File: src/rtl/core/asc_pkg.sv
// Package for the accelerometer sample scaler: format decode tables,
// queue entry types and the axis index type.
// No dependencies; the front end, queue, back end and top level import it.
`default_nettype none

package asc_pkg;

    localparam int AXES = 3;

    // Format byte field codes.
    localparam logic [1:0] RANGE_2G     = 2'd0;
    localparam logic [1:0] RANGE_4G     = 2'd1;
    localparam logic [1:0] RANGE_8G     = 2'd2;
    localparam logic [1:0] RANGE_ALT_2G = 2'd3;

    localparam logic [1:0] RES_128      = 2'd0;
    localparam logic [1:0] RES_2048     = 2'd1;
    localparam logic [1:0] RES_65536    = 2'd2;
    localparam logic [1:0] RES_ALT_2048 = 2'd3;

    localparam logic [1:0] SCALE_1E2    = 2'd0;
    localparam logic [1:0] SCALE_1E3    = 2'd1;
    localparam logic [1:0] SCALE_1E4    = 2'd2;
    localparam logic [1:0] SCALE_1E5    = 2'd3;

    localparam logic [6:0] WHOLE_MAX    = 7'd127;

    typedef enum logic [1:0] {
        AXIS_X = 2'd0,
        AXIS_Y = 2'd1,
        AXIS_Z = 2'd2
    } axis_t;

    typedef struct packed {
        logic        neg;
        logic [15:0] mag;
        logic [15:0] low;   // magnitude bits below the binary point
    } axis_entry_t;

    typedef struct packed {
        axis_entry_t [AXES-1:0] axes;
        logic [3:0]             shift;
        logic [16:0]            scale;
        logic [1:0]             range_code;
        logic [7:0]             seq;
    } item_t;

    // counts and g are powers of two, so g / counts is a right shift.
    function automatic logic [3:0] shift_of(logic [1:0] rng, logic [1:0] res);
        logic [4:0] counts_log;
        logic [4:0] g_log;
        unique case (res)
            RES_128:      counts_log = 5'd7;
            RES_2048:     counts_log = 5'd11;
            RES_65536:    counts_log = 5'd16;
            RES_ALT_2048: counts_log = 5'd11;
            default:      counts_log = 5'd11;
        endcase
        unique case (rng)
            RANGE_2G:     g_log = 5'd1;
            RANGE_4G:     g_log = 5'd2;
            RANGE_8G:     g_log = 5'd3;
            RANGE_ALT_2G: g_log = 5'd1;
            default:      g_log = 5'd1;
        endcase
        return 4'(counts_log - g_log);
    endfunction

    function automatic logic [16:0] scale_of(logic [1:0] code);
        logic [16:0] s;
        unique case (code)
            SCALE_1E2: s = 17'd100;
            SCALE_1E3: s = 17'd1000;
            SCALE_1E4: s = 17'd10000;
            SCALE_1E5: s = 17'd100000;
            default:   s = 17'd100;
        endcase
        return s;
    endfunction

    function automatic logic [1:0] range_of(logic [1:0] rng);
        return (rng == RANGE_ALT_2G) ? RANGE_2G : rng;
    endfunction

endpackage

`default_nettype wire

File: src/rtl/core/asc_if.sv
// Valid/ready channel interfaces for raw samples and converted results.
// No dependencies.
`default_nettype none

interface asc_in_if;
    logic               valid;
    logic               ready;
    logic signed [15:0] accel_x;
    logic signed [15:0] accel_y;
    logic signed [15:0] accel_z;
    logic [7:0]         format_bits;

    modport source (output valid, accel_x, accel_y, accel_z, format_bits, input ready);
    modport sink   (input valid, accel_x, accel_y, accel_z, format_bits, output ready);
endinterface

interface asc_out_if;
    logic        valid;
    logic        ready;
    logic [7:0]  x_whole;
    logic [23:0] x_fraction;
    logic [7:0]  y_whole;
    logic [23:0] y_fraction;
    logic [7:0]  z_whole;
    logic [23:0] z_fraction;
    logic        over_threshold;
    logic [1:0]  range_code;
    logic [7:0]  sample_sequence;

    modport source (output valid, x_whole, x_fraction, y_whole, y_fraction, z_whole,
                    z_fraction, over_threshold, range_code, sample_sequence,
                    input ready);
    modport sink   (input valid, x_whole, x_fraction, y_whole, y_fraction, z_whole,
                    z_fraction, over_threshold, range_code, sample_sequence,
                    output ready);
endinterface

`default_nettype wire

File: src/rtl/core/asc_front.sv
// Front end: accepts sample transactions, decodes the format byte, takes
// axis magnitudes and assigns the sequence number. Depends on asc_pkg, asc_if.
`default_nettype none

module asc_front
    import asc_pkg::*;
(
    input  wire logic clk,
    input  wire logic rst_n,
    asc_in_if.sink    sample,
    input  wire logic q_full,
    output logic      q_push,
    output item_t     q_entry
);

    logic [7:0]  seq_reg;
    logic [7:0]  seq_next;
    logic [3:0]  shift;
    logic [15:0] low_mask;
    logic [15:0] raw [AXES];

    assign sample.ready = !q_full;
    assign q_push       = sample.valid && !q_full;

    assign shift    = shift_of(sample.format_bits[1:0], sample.format_bits[3:2]);
    assign low_mask = (16'd1 << shift) - 16'd1;
    assign raw[0]   = sample.accel_x;
    assign raw[1]   = sample.accel_y;
    assign raw[2]   = sample.accel_z;
    assign seq_next = seq_reg + 8'd1;

    always_comb
    begin
        q_entry.shift      = shift;
        q_entry.scale      = scale_of(sample.format_bits[5:4]);
        q_entry.range_code = range_of(sample.format_bits[1:0]);
        q_entry.seq        = seq_next;
        for (int a = 0; a < AXES; a++)
        begin
            // The most negative sample negates to 0x8000, which is its true magnitude.
            q_entry.axes[a].neg = raw[a][15];
            q_entry.axes[a].mag = raw[a][15] ? (16'd0 - raw[a]) : raw[a];
            q_entry.axes[a].low = q_entry.axes[a].mag & low_mask;
        end
    end

    always_ff @(posedge clk or negedge rst_n)
    begin
        if (!rst_n)
        begin
            seq_reg <= 8'd0;
        end
        else if (q_push)
        begin
            seq_reg <= seq_next;
        end
    end

endmodule

`default_nettype wire

File: src/rtl/core/asc_queue.sv
// Small in-order queue of decoded items between the front and back ends.
// Depends on asc_pkg.
`default_nettype none

module asc_queue
    import asc_pkg::*;
#(
    parameter int DEPTH = 2
)
(
    input  wire logic clk,
    input  wire logic rst_n,
    input  wire logic push,
    input  item_t     push_data,
    input  wire logic pop,
    output logic      full,
    output logic      head_valid,
    output item_t     head
);

    localparam int PTR_W = (DEPTH > 1) ? $clog2(DEPTH) : 1;
    localparam int CNT_W = $clog2(DEPTH + 1);

    item_t              slots [DEPTH];
    logic [PTR_W-1:0]   wr_ptr_reg;
    logic [PTR_W-1:0]   rd_ptr_reg;
    logic [CNT_W-1:0]   count_reg;
    logic               do_push;
    logic               do_pop;

    assign full       = (count_reg == CNT_W'(DEPTH));
    assign head_valid = (count_reg != '0);
    assign head       = slots[rd_ptr_reg];
    assign do_push    = push && !full;
    assign do_pop     = pop && head_valid;

    function automatic logic [PTR_W-1:0] ptr_inc(logic [PTR_W-1:0] p);
        return (p == PTR_W'(DEPTH - 1)) ? '0 : p + PTR_W'(1);
    endfunction

    always_ff @(posedge clk)
    begin
        if (do_push)
        begin
            slots[wr_ptr_reg] <= push_data;
        end
    end

    always_ff @(posedge clk or negedge rst_n)
    begin
        if (!rst_n)
        begin
            wr_ptr_reg <= '0;
            rd_ptr_reg <= '0;
            count_reg  <= '0;
        end
        else
        begin
            if (do_push)
            begin
                wr_ptr_reg <= ptr_inc(wr_ptr_reg);
            end
            if (do_pop)
            begin
                rd_ptr_reg <= ptr_inc(rd_ptr_reg);
            end
            if (do_push && !do_pop)
            begin
                count_reg <= count_reg + CNT_W'(1);
            end
            else if (do_pop && !do_push)
            begin
                count_reg <= count_reg - CNT_W'(1);
            end
        end
    end

endmodule

`default_nettype wire

File: src/rtl/core/asc_back.sv
// Back end: walks the three axes of the head item through one pair of
// multipliers, finishes whole/fraction/threshold per axis and holds the
// result transaction in an output register. Depends on asc_pkg, asc_if.
`default_nettype none

module asc_back
    import asc_pkg::*;
(
    input  wire logic        clk,
    input  wire logic        rst_n,
    input  wire logic        head_valid,
    input  item_t            head,
    output logic             pop,
    input  wire logic [27:0] threshold,
    asc_out_if.source        result
);

    // Issue stage.
    axis_t       issue_idx_reg;
    axis_t       issue_idx_next;
    axis_entry_t sel;
    logic        advance;
    logic        issue;
    logic [32:0] mul_full;
    logic [32:0] mul_low;

    // Multiply stage registers.
    logic        s1_valid_reg;
    axis_t       s1_axis_reg;
    logic [31:0] s1_prod_full_reg;
    logic [31:0] s1_prod_low_reg;
    logic [11:0] s1_whole_reg;
    logic        s1_neg_reg;
    logic [3:0]  s1_shift_reg;
    logic [1:0]  s1_range_reg;
    logic [7:0]  s1_seq_reg;

    // Finish stage.
    logic [27:0] scaled;
    logic [16:0] rem;
    logic [23:0] frac;
    logic [7:0]  whole_byte;
    logic        hit;
    logic        s1_last;

    // Partial result for the first two axes.
    logic [7:0]  asm_whole_reg [2];
    logic [23:0] asm_frac_reg  [2];
    logic        hit_acc_reg;

    logic        out_valid_reg;
    logic [7:0]  out_x_whole_reg;
    logic [23:0] out_x_frac_reg;
    logic [7:0]  out_y_whole_reg;
    logic [23:0] out_y_frac_reg;
    logic [7:0]  out_z_whole_reg;
    logic [23:0] out_z_frac_reg;
    logic        out_hit_reg;
    logic [1:0]  out_range_reg;
    logic [7:0]  out_seq_reg;

    assign s1_last = s1_valid_reg && (s1_axis_reg == AXIS_Z);

    // The whole pipe holds while a finished item waits for a full output register.
    assign advance = !(s1_last && out_valid_reg && !result.ready);
    assign issue   = advance && head_valid;
    assign pop     = issue && (issue_idx_reg == AXIS_Z);

    always_comb
    begin
        unique case (issue_idx_reg)
            AXIS_X:  begin sel = head.axes[0]; issue_idx_next = AXIS_Y; end
            AXIS_Y:  begin sel = head.axes[1]; issue_idx_next = AXIS_Z; end
            AXIS_Z:  begin sel = head.axes[2]; issue_idx_next = AXIS_X; end
            default: begin sel = head.axes[0]; issue_idx_next = AXIS_X; end
        endcase
    end

    assign mul_full = 33'(sel.mag) * 33'(head.scale);
    assign mul_low  = 33'(sel.low) * 33'(head.scale);

    // mag * scale and low * scale both stay below 2^32.
    always_ff @(posedge clk)
    begin
        if (issue)
        begin
            s1_axis_reg      <= issue_idx_reg;
            s1_prod_full_reg <= mul_full[31:0];
            s1_prod_low_reg  <= mul_low[31:0];
            s1_whole_reg     <= 12'(sel.mag >> head.shift);
            s1_neg_reg       <= sel.neg;
            s1_shift_reg     <= head.shift;
            s1_range_reg     <= head.range_code;
            s1_seq_reg       <= head.seq;
        end
    end

    always_ff @(posedge clk or negedge rst_n)
    begin
        if (!rst_n)
        begin
            issue_idx_reg <= AXIS_X;
            s1_valid_reg  <= 1'b0;
        end
        else if (advance)
        begin
            s1_valid_reg <= issue;
            if (issue)
            begin
                issue_idx_reg <= issue_idx_next;
            end
        end
    end

    // The fraction is floor(low * scale / 2^shift) times one hundred; the floor
    // equals the scaled value minus whole * scale without a second wide product.
    always_comb
    begin
        scaled     = 28'(s1_prod_full_reg >> s1_shift_reg);
        rem        = 17'(s1_prod_low_reg >> s1_shift_reg);
        frac       = (24'(rem) << 6) + (24'(rem) << 5) + (24'(rem) << 2);
        whole_byte = {s1_neg_reg,
                      (s1_whole_reg > 12'(WHOLE_MAX)) ? WHOLE_MAX : s1_whole_reg[6:0]};
        hit        = (scaled >= threshold);
    end

    always_ff @(posedge clk)
    begin
        if (advance && s1_valid_reg)
        begin
            unique case (s1_axis_reg)
                AXIS_X:
                begin
                    asm_whole_reg[0] <= whole_byte;
                    asm_frac_reg[0]  <= frac;
                    hit_acc_reg      <= hit;
                end
                AXIS_Y:
                begin
                    asm_whole_reg[1] <= whole_byte;
                    asm_frac_reg[1]  <= frac;
                    hit_acc_reg      <= hit_acc_reg | hit;
                end
                AXIS_Z:
                begin
                    out_x_whole_reg <= asm_whole_reg[0];
                    out_x_frac_reg  <= asm_frac_reg[0];
                    out_y_whole_reg <= asm_whole_reg[1];
                    out_y_frac_reg  <= asm_frac_reg[1];
                    out_z_whole_reg <= whole_byte;
                    out_z_frac_reg  <= frac;
                    out_hit_reg     <= hit_acc_reg | hit;
                    out_range_reg   <= s1_range_reg;
                    out_seq_reg     <= s1_seq_reg;
                end
                default:
                begin
                    hit_acc_reg <= hit_acc_reg;
                end
            endcase
        end
    end

    always_ff @(posedge clk or negedge rst_n)
    begin
        if (!rst_n)
        begin
            out_valid_reg <= 1'b0;
        end
        else if (advance && s1_last)
        begin
            out_valid_reg <= 1'b1;
        end
        else if (result.ready)
        begin
            out_valid_reg <= 1'b0;
        end
    end

    assign result.valid           = out_valid_reg;
    assign result.x_whole         = out_x_whole_reg;
    assign result.x_fraction      = out_x_frac_reg;
    assign result.y_whole         = out_y_whole_reg;
    assign result.y_fraction      = out_y_frac_reg;
    assign result.z_whole         = out_z_whole_reg;
    assign result.z_fraction      = out_z_frac_reg;
    assign result.over_threshold  = out_hit_reg;
    assign result.range_code      = out_range_reg;
    assign result.sample_sequence = out_seq_reg;

endmodule

`default_nettype wire

File: src/rtl/core/accel_sample_scaler_unit.sv
// Top level of the accelerometer sample scaler: front end, item queue,
// back end and the threshold register. Depends on asc_pkg, asc_if and the
// asc_front, asc_queue and asc_back modules.
//
//   Channel   Dir  Handshake          Payload
//   sample    in   valid/ready        accel_x/y/z, format_bits
//   result    out  valid/ready        x/y/z whole+fraction, flag, range, sequence
//   cfg       in   cfg_we only        cfg_wdata -> sensitivity threshold
//
// A sample transaction passes through the back end one axis at a time, through
// the shared multiplier pair, and the finished result is held in the output
// register until it is taken. Reset clears the queue, the pipe and the sequence
// count and loads the threshold with 1000. A stalled result holds the pipe;
// samples keep being taken until the queue of QUEUE_DEPTH items fills.
`default_nettype none

module accel_sample_scaler_unit
    import asc_pkg::*;
#(
    parameter int QUEUE_DEPTH = 2
)
(
    input  wire logic        clk,
    input  wire logic        rst_n,
    asc_in_if.sink           sample,
    asc_out_if.source        result,
    input  wire logic        cfg_we,
    input  wire logic [27:0] cfg_wdata
);

    logic        q_push;
    logic        q_pop;
    logic        q_full;
    logic        q_head_valid;
    item_t       q_entry;
    item_t       q_head;
    logic [27:0] threshold_reg;

    always_ff @(posedge clk or negedge rst_n)
    begin
        if (!rst_n)
        begin
            threshold_reg <= 28'd1000;
        end
        else if (cfg_we)
        begin
            threshold_reg <= cfg_wdata;
        end
    end

    asc_front u_front (
        .clk     (clk),
        .rst_n   (rst_n),
        .sample  (sample),
        .q_full  (q_full),
        .q_push  (q_push),
        .q_entry (q_entry)
    );

    asc_queue #(
        .DEPTH (QUEUE_DEPTH)
    ) u_queue (
        .clk        (clk),
        .rst_n      (rst_n),
        .push       (q_push),
        .push_data  (q_entry),
        .pop        (q_pop),
        .full       (q_full),
        .head_valid (q_head_valid),
        .head       (q_head)
    );

    asc_back u_back (
        .clk        (clk),
        .rst_n      (rst_n),
        .head_valid (q_head_valid),
        .head       (q_head),
        .pop        (q_pop),
        .threshold  (threshold_reg),
        .result     (result)
    );

endmodule

`default_nettype wire

File: src/flat_wrapper.sv
// flat-port wrapper written by rule: the top's interface ports become plain ports
module accel_sample_scaler_unit_flat import asc_pkg::*;
#(
    parameter int QUEUE_DEPTH = 2
)
  (clk, rst_n, cfg_we, cfg_wdata, sample_valid, sample_accel_x, sample_accel_y, sample_accel_z, sample_format_bits, sample_ready, result_valid, result_x_whole, result_x_fraction, result_y_whole, result_y_fraction, result_z_whole, result_z_fraction, result_over_threshold, result_range_code, result_sample_sequence, result_ready);
  asc_in_if sample_i ();
  asc_out_if result_i ();
  input  wire logic clk;
  input  wire logic rst_n;
  input  wire logic cfg_we;
  input  wire logic [27:0] cfg_wdata;
  input wire logic [$bits(sample_i.valid)-1:0] sample_valid;
  input wire logic [$bits(sample_i.accel_x)-1:0] sample_accel_x;
  input wire logic [$bits(sample_i.accel_y)-1:0] sample_accel_y;
  input wire logic [$bits(sample_i.accel_z)-1:0] sample_accel_z;
  input wire logic [$bits(sample_i.format_bits)-1:0] sample_format_bits;
  output wire logic [$bits(sample_i.ready)-1:0] sample_ready;
  output wire logic [$bits(result_i.valid)-1:0] result_valid;
  output wire logic [$bits(result_i.x_whole)-1:0] result_x_whole;
  output wire logic [$bits(result_i.x_fraction)-1:0] result_x_fraction;
  output wire logic [$bits(result_i.y_whole)-1:0] result_y_whole;
  output wire logic [$bits(result_i.y_fraction)-1:0] result_y_fraction;
  output wire logic [$bits(result_i.z_whole)-1:0] result_z_whole;
  output wire logic [$bits(result_i.z_fraction)-1:0] result_z_fraction;
  output wire logic [$bits(result_i.over_threshold)-1:0] result_over_threshold;
  output wire logic [$bits(result_i.range_code)-1:0] result_range_code;
  output wire logic [$bits(result_i.sample_sequence)-1:0] result_sample_sequence;
  input wire logic [$bits(result_i.ready)-1:0] result_ready;
  assign sample_i.valid = sample_valid;
  assign sample_i.accel_x = sample_accel_x;
  assign sample_i.accel_y = sample_accel_y;
  assign sample_i.accel_z = sample_accel_z;
  assign sample_i.format_bits = sample_format_bits;
  assign sample_ready = sample_i.ready;
  assign result_valid = result_i.valid;
  assign result_x_whole = result_i.x_whole;
  assign result_x_fraction = result_i.x_fraction;
  assign result_y_whole = result_i.y_whole;
  assign result_y_fraction = result_i.y_fraction;
  assign result_z_whole = result_i.z_whole;
  assign result_z_fraction = result_i.z_fraction;
  assign result_over_threshold = result_i.over_threshold;
  assign result_range_code = result_i.range_code;
  assign result_sample_sequence = result_i.sample_sequence;
  assign result_i.ready = result_ready;
  accel_sample_scaler_unit #(.QUEUE_DEPTH(QUEUE_DEPTH)) u_core (.clk(clk), .rst_n(rst_n), .sample(sample_i), .result(result_i), .cfg_we(cfg_we), .cfg_wdata(cfg_wdata));
endmodule
File: config.mk
export PLATFORM = sky130hd
export DESIGN_NAME = accel_sample_scaler_unit_flat
export DESIGN_NICKNAME = d
export VERILOG_FILES = /design/src/rtl/core/asc_pkg.sv /design/src/rtl/core/asc_if.sv /design/src/rtl/core/asc_front.sv /design/src/rtl/core/asc_queue.sv /design/src/rtl/core/asc_back.sv /design/src/rtl/core/accel_sample_scaler_unit.sv /design/src/flat_wrapper.sv
export SDC_FILE = /design/constraint.sdc
export NUM_CORES = 2
export LEC_CHECK = 0
export ABC_AREA = 1
export BUFFER_PORTS_ARGS = -buffer_cell sky130_fd_sc_hd__buf_2
export CORE_MARGIN = 2
export CORE_UTILIZATION = 30
export DETAILED_ROUTE_END_ITERATION = 8
export MAX_ROUTING_LAYER = met4
export PLACE_DENSITY = 0.41
export SYNTH_ARGS = -nofsm -noshare
export SYNTH_HDL_FRONTEND = slang
export SYNTH_SLANG_ARGS = --single-unit
File: constraint.sdc
create_clock -name clk -period 11.3 [get_ports clk]
set_input_delay 2.26 -clock clk [delete_from_list [all_inputs] [get_ports clk]]
set_output_delay 2.26 -clock clk [all_outputs]
set_load 0.05 [all_outputs]
-- After elaboration in Yosys (flattened, before gate mapping)
Memories as Yosys holds them, arrays and structs flattened. A register that Yosys moved wholly into a read port is not among the register bits.
Index checks and enable logic that the tools add are counted.
- bits of input ports: 89
- flip-flop bits (word level): 181
- word-level logic and storage cells: 128
- output and inout port bits: 109
- memories kept: 3
- bits in writable memories: 324
- equality and inequality tests: 14
- shift operators: 4
- multiplexer cells: 31
- $add $sub $neg: 12
- $mul: 2
- $lt $le $gt $ge: 2
- bitwise logic cells: 5
- reductions and logical operators: 33
- memories (memory ; depth ; width ; read ports ; clocked after Yosys merged registers in ; write ports ; line ; text):
    u_core.u_queue.slots ; 2 ; 130 ; 1 ; 0 ; 1 ; asc_queue.sv:24 ; item_t slots [DEPTH];
    u_core.u_back.asm_frac_reg ; 2 ; 24 ; 2 ; 2 ; 1 ; asc_back.sv:48 ; logic [23:0] asm_frac_reg [2];
    u_core.u_back.asm_whole_reg ; 2 ; 8 ; 2 ; 2 ; 1 ; asc_back.sv:47 ; logic [7:0] asm_whole_reg [2];
- operators by type and width (kind ; number):
    $pmux 17 s4 ; 1
    $pmux 33 s2 ; 1
    $mul 16x17->32 ; 2
    $and 16x16->16 ; 3
    $mux 16 ; 3
    $sub 1x16->16 const A ; 3
    $shr 32x4->17 ; 1
    $shr 32x4->28 ; 1
    $ge 28x28->1 ; 1
    $add 23x22->24 ; 1
    $add 24x19->24 ; 1
    $mux 24 ; 1
    $pmux 4 s3 ; 2
    $reduce_or 24->1 ; 1
    $eq 2x2->1 const B ; 9
    $mux 1 ; 16
    $shl 1x4->16 const A ; 1
    $shr 16x4->12 ; 1
    $sub 16x1->16 const B ; 1
    $gt 12x7->1 const B ; 1
    $logic_and 1x1->1 ; 12
    $eq 2x1->1 const B ; 5
    $logic_not 2->1 ; 5
    $add 8x1->8 const B ; 1
    16 further kinds ; 29

-- Depth between registers and ports, before layout
- depth in word-level cells: 11
- depth in mapped cells: 33
- gate-level depth less buffers: 31

-- By module
A second synthesis with hierarchy kept.
- cells, all modules: 5302
- area total of the unflattened synthesis: 45855.2 um2
- modules (own cells, without submodules) (module ; instances ; seq. area each (um2) ; area each (um2) ; cells each):
    asc_back ; 1 ; 7757.4 ; 32675.1 ; 4022
    asc_queue ; 1 ; 7907.6 ; 9711.8 ; 711
    asc_front ; 1 ; 200.2 ; 2384.8 ; 451
    accel_sample_scaler_unit ; 1 ; 708.2 ; 1083.5 ; 118

-- Least setup slack after synthesis
OpenSTA, ideal clock, no wires.
- path kind: input port to flip-flop
- from: in result_ready
- to: reg u_core.u_queue.count_reg[1]
- stages: 9
- data required time: 11169 ps
- arrival: 8221 ps
- slack: 2949 ps
- cell sequence: nor2_1 -> inv_1 -> nor2_1 -> a21oi_1 -> nand2_1 -> ha_1 -> a21oi_1 -> o21ai_0 -> xor2_1
- longest elaborated chain between the ends: 9
- elaborated cells between the ends (all ways): 11
- classes of those cells: mux: 1; reduce/logical: 10
- ends and longest elaborated chain (what ; line ; text):
    start, declared ; flat_wrapper.sv:29 ; input wire logic [$bits(result_i.ready)-1:0] result_ready;
    $logic_not 1->1 (*) ; asc_back.sv:65 ; assign advance = !(s1_last && out_valid_reg && !result.ready);
    $logic_and 1x1->1 (*) ; asc_back.sv:65 ;
    $logic_not 1->1 (*) ; asc_back.sv:65 ;
    $logic_and 1x1->1 (*) ; asc_back.sv:66 ; assign issue = advance && head_valid;
    net u_core.u_back.issue ; asc_back.sv:23 ; logic issue;
    $logic_and 1x1->1 (*) ; asc_back.sv:67 ; assign pop = issue && (issue_idx_reg == AXIS_Z);
    $logic_and 1x1->1 (*) ; asc_queue.sv:35 ; assign do_pop = pop && head_valid;
    $logic_not 1->1 ; asc_queue.sv:67 ; if (do_push && !do_pop)
    $logic_and 1x1->1 ; asc_queue.sv:67 ;
    $mux 2 or $reduce_bool 2->1 (tied branches) ; - ;
    end signal, assigned ; asc_queue.sv:69 ; count_reg <= count_reg + CNT_W'(1);
    end signal, assigned ; asc_queue.sv:73 ; count_reg <= count_reg - CNT_W'(1);
    end, declared ; asc_queue.sv:27 ; logic [CNT_W-1:0] count_reg;
The timed path passes the listed nets; every way through them passes the cells marked *.
A chain may end at the register's enable or synchronous reset.

-- Final worst setup path
- from: reg u_core.u_queue.rd_ptr_reg
- to: reg u_core.u_back.s1_prod_low_reg[23], data pin
- longest elaborated chain between the ends: 3
- ends and longest elaborated chain (what ; line ; text):
    start, declared ; asc_queue.sv:26 ; logic [PTR_W-1:0] rd_ptr_reg;
    start signal, assigned ; asc_queue.sv:65 ; rd_ptr_reg <= ptr_inc(rd_ptr_reg);
    $mem_v2 2x130 (*) ; - ;
    $pmux 33 s2 ; asc_back.sv:71 ; unique case (issue_idx_reg)
    $mul 16x17->32 (*) ; asc_back.sv:80 ; assign mul_low = 33'(sel.low) * 33'(head.scale);
    net u_core.u_back.mul_low[23] ; asc_back.sv:25 ; logic [32:0] mul_low;
    end signal, assigned ; asc_back.sv:89 ; s1_prod_low_reg <= mul_low[31:0];
    end, declared ; asc_back.sv:31 ; logic [31:0] s1_prod_low_reg;
Marked as above.

==> results.json <==
{
  "floorplan.io_pins": 198,
  "end_kind": "flip-flop",
  "die_h_um": 366,
  "placed_cells_incl_taps": 6071,
  "starting_density_of_the_core_pct": 30.1,
  "syn_inst": 4209,
  "dominantRegCellSynth": "edfxtp_1",
  "wire_per_inst_um": 17.6,
  "tightest_slew_ns": 1.09,
  "cts_tree": "yes",
  "layout-drive-gt1-share_pct": 9.10,
  "grt_setup_unrepaired": "false",
  "layout-area-overhead-vs-synth_pct": 12.2,
  "worst_r2r_startpoint": "u_core.u_queue.rd_ptr_reg",
  "drt_first_pass_iters": 6,
  "hold_depth": 0,
  "path_cells": "o21ai_2 > inv_1 > buf_4 > nor2_1 > fa_1 > fa_1 > fa_1 > fa_1 > fa_1 > inv_1 > fa_1 > inv_1 > ha_1 > a21oi_1 > a21boi_0 > o21bai_1 > inv_1 > nand3_1 > xor2_1",
  "residual_overflow_from_global_routing": 0,
  "syn_avg_cell_area_um2": 9.37,
  "chipWidth_um": 366,
  "num_vias": 27943,
  "timing.slew.headroom_pct": 27.3,
  "worst-setup-path-type": "flip-flop to flip-flop",
  "drv_slew": 0,
  "crit_required_ns": 11.71,
  "hold_viol_final": 0,
  "synth_enable_flop_cells": 497,
  "min_period_over_period_pct": 68.8,
  "async_reset_ff_share_pct": 8.13,
  "number_of_core_rows": 133,
  "clock_tree.htree_level_count": 2,
  "worst_path_most_repeated_cell": "fa_1",
  "yosys.cell_types.count": 55,
  "fin_cells": 6189,
  "grt_pass1_wl_um": 171000,
  "holdPathEnd": "result_y_whole[7]",
  "first_iter_violations": 1600,
  "worst_path_max_delay_cell": "o21ai_2",
  "synthDominantCellAreaShare_pct": 37.9,
  "synth_seq_cells": 541,
  "core_area_mm2": 0.131,
  "setup_viol": 0,
  "clk_latency_ns": 0.68,
  "fin_clk_skew_ns": 0.0420,
  "reg2regPathDepth": 19,
  "ys_top_cells_by_area": "edfxtp_1 38%, fa_1 14%, ha_1 10%, nand2_1 7.9%, inv_1 6.9%",
  "clkSinkCount": 541,
  "largest_register_ff_count": 246,
  "fin_setup_tns_ns": 0,
  "max_clock_freq_mhz": 129,
  "antenna_found_initial": 3,
  "ant_nets": 0,
  "finalWorstPathRequiredPeriod_ns": 7.78,
  "cts-resized-gates": 0,
  "grt_usage_pct": 16.8,
  "cts_post_setup_buffers_inserted": 0,
  "area.sequential_mm2": 0.0160,
  "place.detailed.hpwl_um": 85700,
  "cts_buffers": 61,
  "outcome": "completed",
  "crit_family": "adder cells",
  "holdBufCountCts": 0,
  "max_fanout_on_critical_path": 22,
  "postLayoutCoreUtil_pct": 33.8,
  "worstSetupStartpointType": "flip-flop",
  "synth.cell_area_mm2": 0.0394,
  "reg2reg_setup_slack_ns": 3.52,
  "fillCellCount": 13674,
  "critical_path.max_stage_delay_ns": 0.91,
  "synth_top_cell_by_area": "edfxtp_1",
  "finish.instance_area_mm2": 0.0442,
  "port_buffers": 189,
  "synth.top_cells.by_count": "833 x nand2_1, 728 x inv_1, 497 x edfxtp_1, 399 x nor2_1, 327 x ha_1",
  "yosysWarnings": 0,
  "r2r-end": "u_core.u_back.s1_prod_low_reg[23]",
  "detail_route.vias_per_cell": 4.51,
  "gp_congestion": 0.849,
  "hp-class": "flip-flop to flip-flop",
  "clkTransAtPathRegs_ns": 0.06,
  "finish.net_count": 5071,
  "maximum_number_of_pins_on_one_net_before_global_route_repair": 74,
  "drcViolationCount": 0,
  "die-area_mm2": 0.134,
  "drv.max_cap_violation_count": 0,
  "instance_area_after_placement_mm2": 0.0423,
  "sequential_fraction_of_the_synthesis_area_pct": 40.7,
  "cp_num_buf_inv": 5,
  "number_of_global_route_vias_before_repair": 28663,
  "worstPathArrival_ns": 8.18,
  "synthMostInstantiatedCell": "nand2_1",
  "max-clock-path-buffers": 3,
  "wl_um": 109000,
  "area_of_combinational_cells_with_multiple_inputs_mm2": 0.0200,
  "min-delay-start": "u_core.u_back.asm_whole_reg[0][15]",
  "clk_root_buffer_cell": "clkbuf_16"
}
-- how the worst max path moves through the flow --
stage	start	endpoint	slack, ns	cells past startpoint
2_1_floorplan	result_ready	u_core.u_queue.count_reg[1]	2.95	9
3_3_place_gp	u_core.u_back.issue_idx_reg[1]	u_core.u_back.s1_prod_full_reg[27]	3.55	26
3_5_place_dp	u_core.u_back.issue_idx_reg[1]	u_core.u_back.s1_prod_full_reg[26]	3.56	28
4_1_cts	u_core.u_back.issue_idx_reg[1]	u_core.u_back.s1_prod_full_reg[26]	3.57	28
5_1_grt	u_core.u_back.issue_idx_reg[0]	u_core.u_back.s1_prod_full_reg[27]	3.15	27
6_report	u_core.u_queue.rd_ptr_reg	u_core.u_back.s1_prod_low_reg[23]	3.52	19
-- area by class of cell --
class	count	area share, %
antenna	3	0.0170
multi-input combinational	2794	45.1
timing repair buffer	227	2.78
sequential	541	36.2
tap	1755	4.96
clock inverter	36	0.792
inverter	754	6.41
clock buffer	79	3.65
-- stage by stage --
step / hold slack [ns] / setup slack [ns]
6_report: 0.414 / 3.52
5_1_grt: 0.421 / 3.15
4_1_cts: 0.408 / 3.57
3_5_place_dp: 0.405 / 3.56
3_3_place_gp: 0.401 / 3.55
2_1_floorplan: 0.400 / 2.95
-- cells by family (layout without fill, tap and decap cells) --
kind of cell    Yosys count  count (layout)  synth area share (%)
xor+xnor                 99              99                  2.20
flops                   541             541                  40.7
other cells               2              17                0.0191
mux                      13              13                 0.333
buf+inv                 886            1096                  8.91
fa+ha+maj               603             603                  24.4
compound gates          459             459                  6.65
simple gates           1606            1606                  16.8
-- worst reg2reg max path: cells and delay by family (launching register included) --
kind,cells,cell delay [ns]
simple gates,2,0.24
fa+ha+maj,7,3.50
compound gates,4,1.81
flops,1,0.62
xor+xnor,1,0.15
buf+inv,5,1.24
-- routing by layer --
metal  part of all wire (%)  routed length, um  GRT usage [%]  up-vias
li1                       -                  -              -    13951
met1                     49              53800           23.1    13431
met2                     46              49700           26.8      448
met3                    3.1               3420           1.82      113
met4                    2.0               2210           3.69        0
met5                      0                  0              -        -
-- cell usage in the layout (no fill, tap or decap), types with 4 or more instances in the layout --
| cell | netlist | final |
|---|---|---|
| a21o_1 | 9 | 9 |
| a21oi_1 | 124 | 123 |
| a221o_1 | 32 | 32 |
| buf_2 | 55 | 189 |
| buf_4 | 11 | 38 |
| bufinv_16 | 0 | 4 |
| clkbuf_1 | 48 | 16 |
| clkbuf_16 | 0 | 61 |
| clkinv_1 | 1 | 9 |
| clkinv_2 | 0 | 14 |
| clkinvlp_4 | 0 | 4 |
| conb_1 | 2 | 14 |
| dfrtp_1 | 38 | 37 |
| dfstp_2 | 6 | 6 |
| edfxtp_1 | 497 | 497 |
| fa_1 | 276 | 276 |
| ha_1 | 327 | 324 |
| inv_1 | 728 | 728 |
| inv_2 | 23 | 23 |
| mux2i_1 | 12 | 12 |
| nand2_1 | 833 | 833 |
| nand2_2 | 7 | 7 |
| nand3_1 | 267 | 267 |
| nand3_2 | 5 | 5 |
| nand3b_1 | 8 | 8 |
| nand4_1 | 25 | 25 |
| nor2_1 | 399 | 395 |
| nor2_4 | 0 | 4 |
| nor3_1 | 30 | 29 |
| o211ai_1 | 9 | 9 |
| o21ai_0 | 228 | 228 |
| o21ai_1 | 21 | 20 |
| o21ai_2 | 6 | 7 |
| o21bai_1 | 7 | 7 |
| o22ai_1 | 4 | 4 |
| or2_2 | 17 | 17 |
| xnor2_1 | 22 | 22 |
| xor2_1 | 77 | 77 |
Power is left out: the tool's default activity adds up to more than one toggle a clock period on the data nets, which glitch-free logic cannot reach.
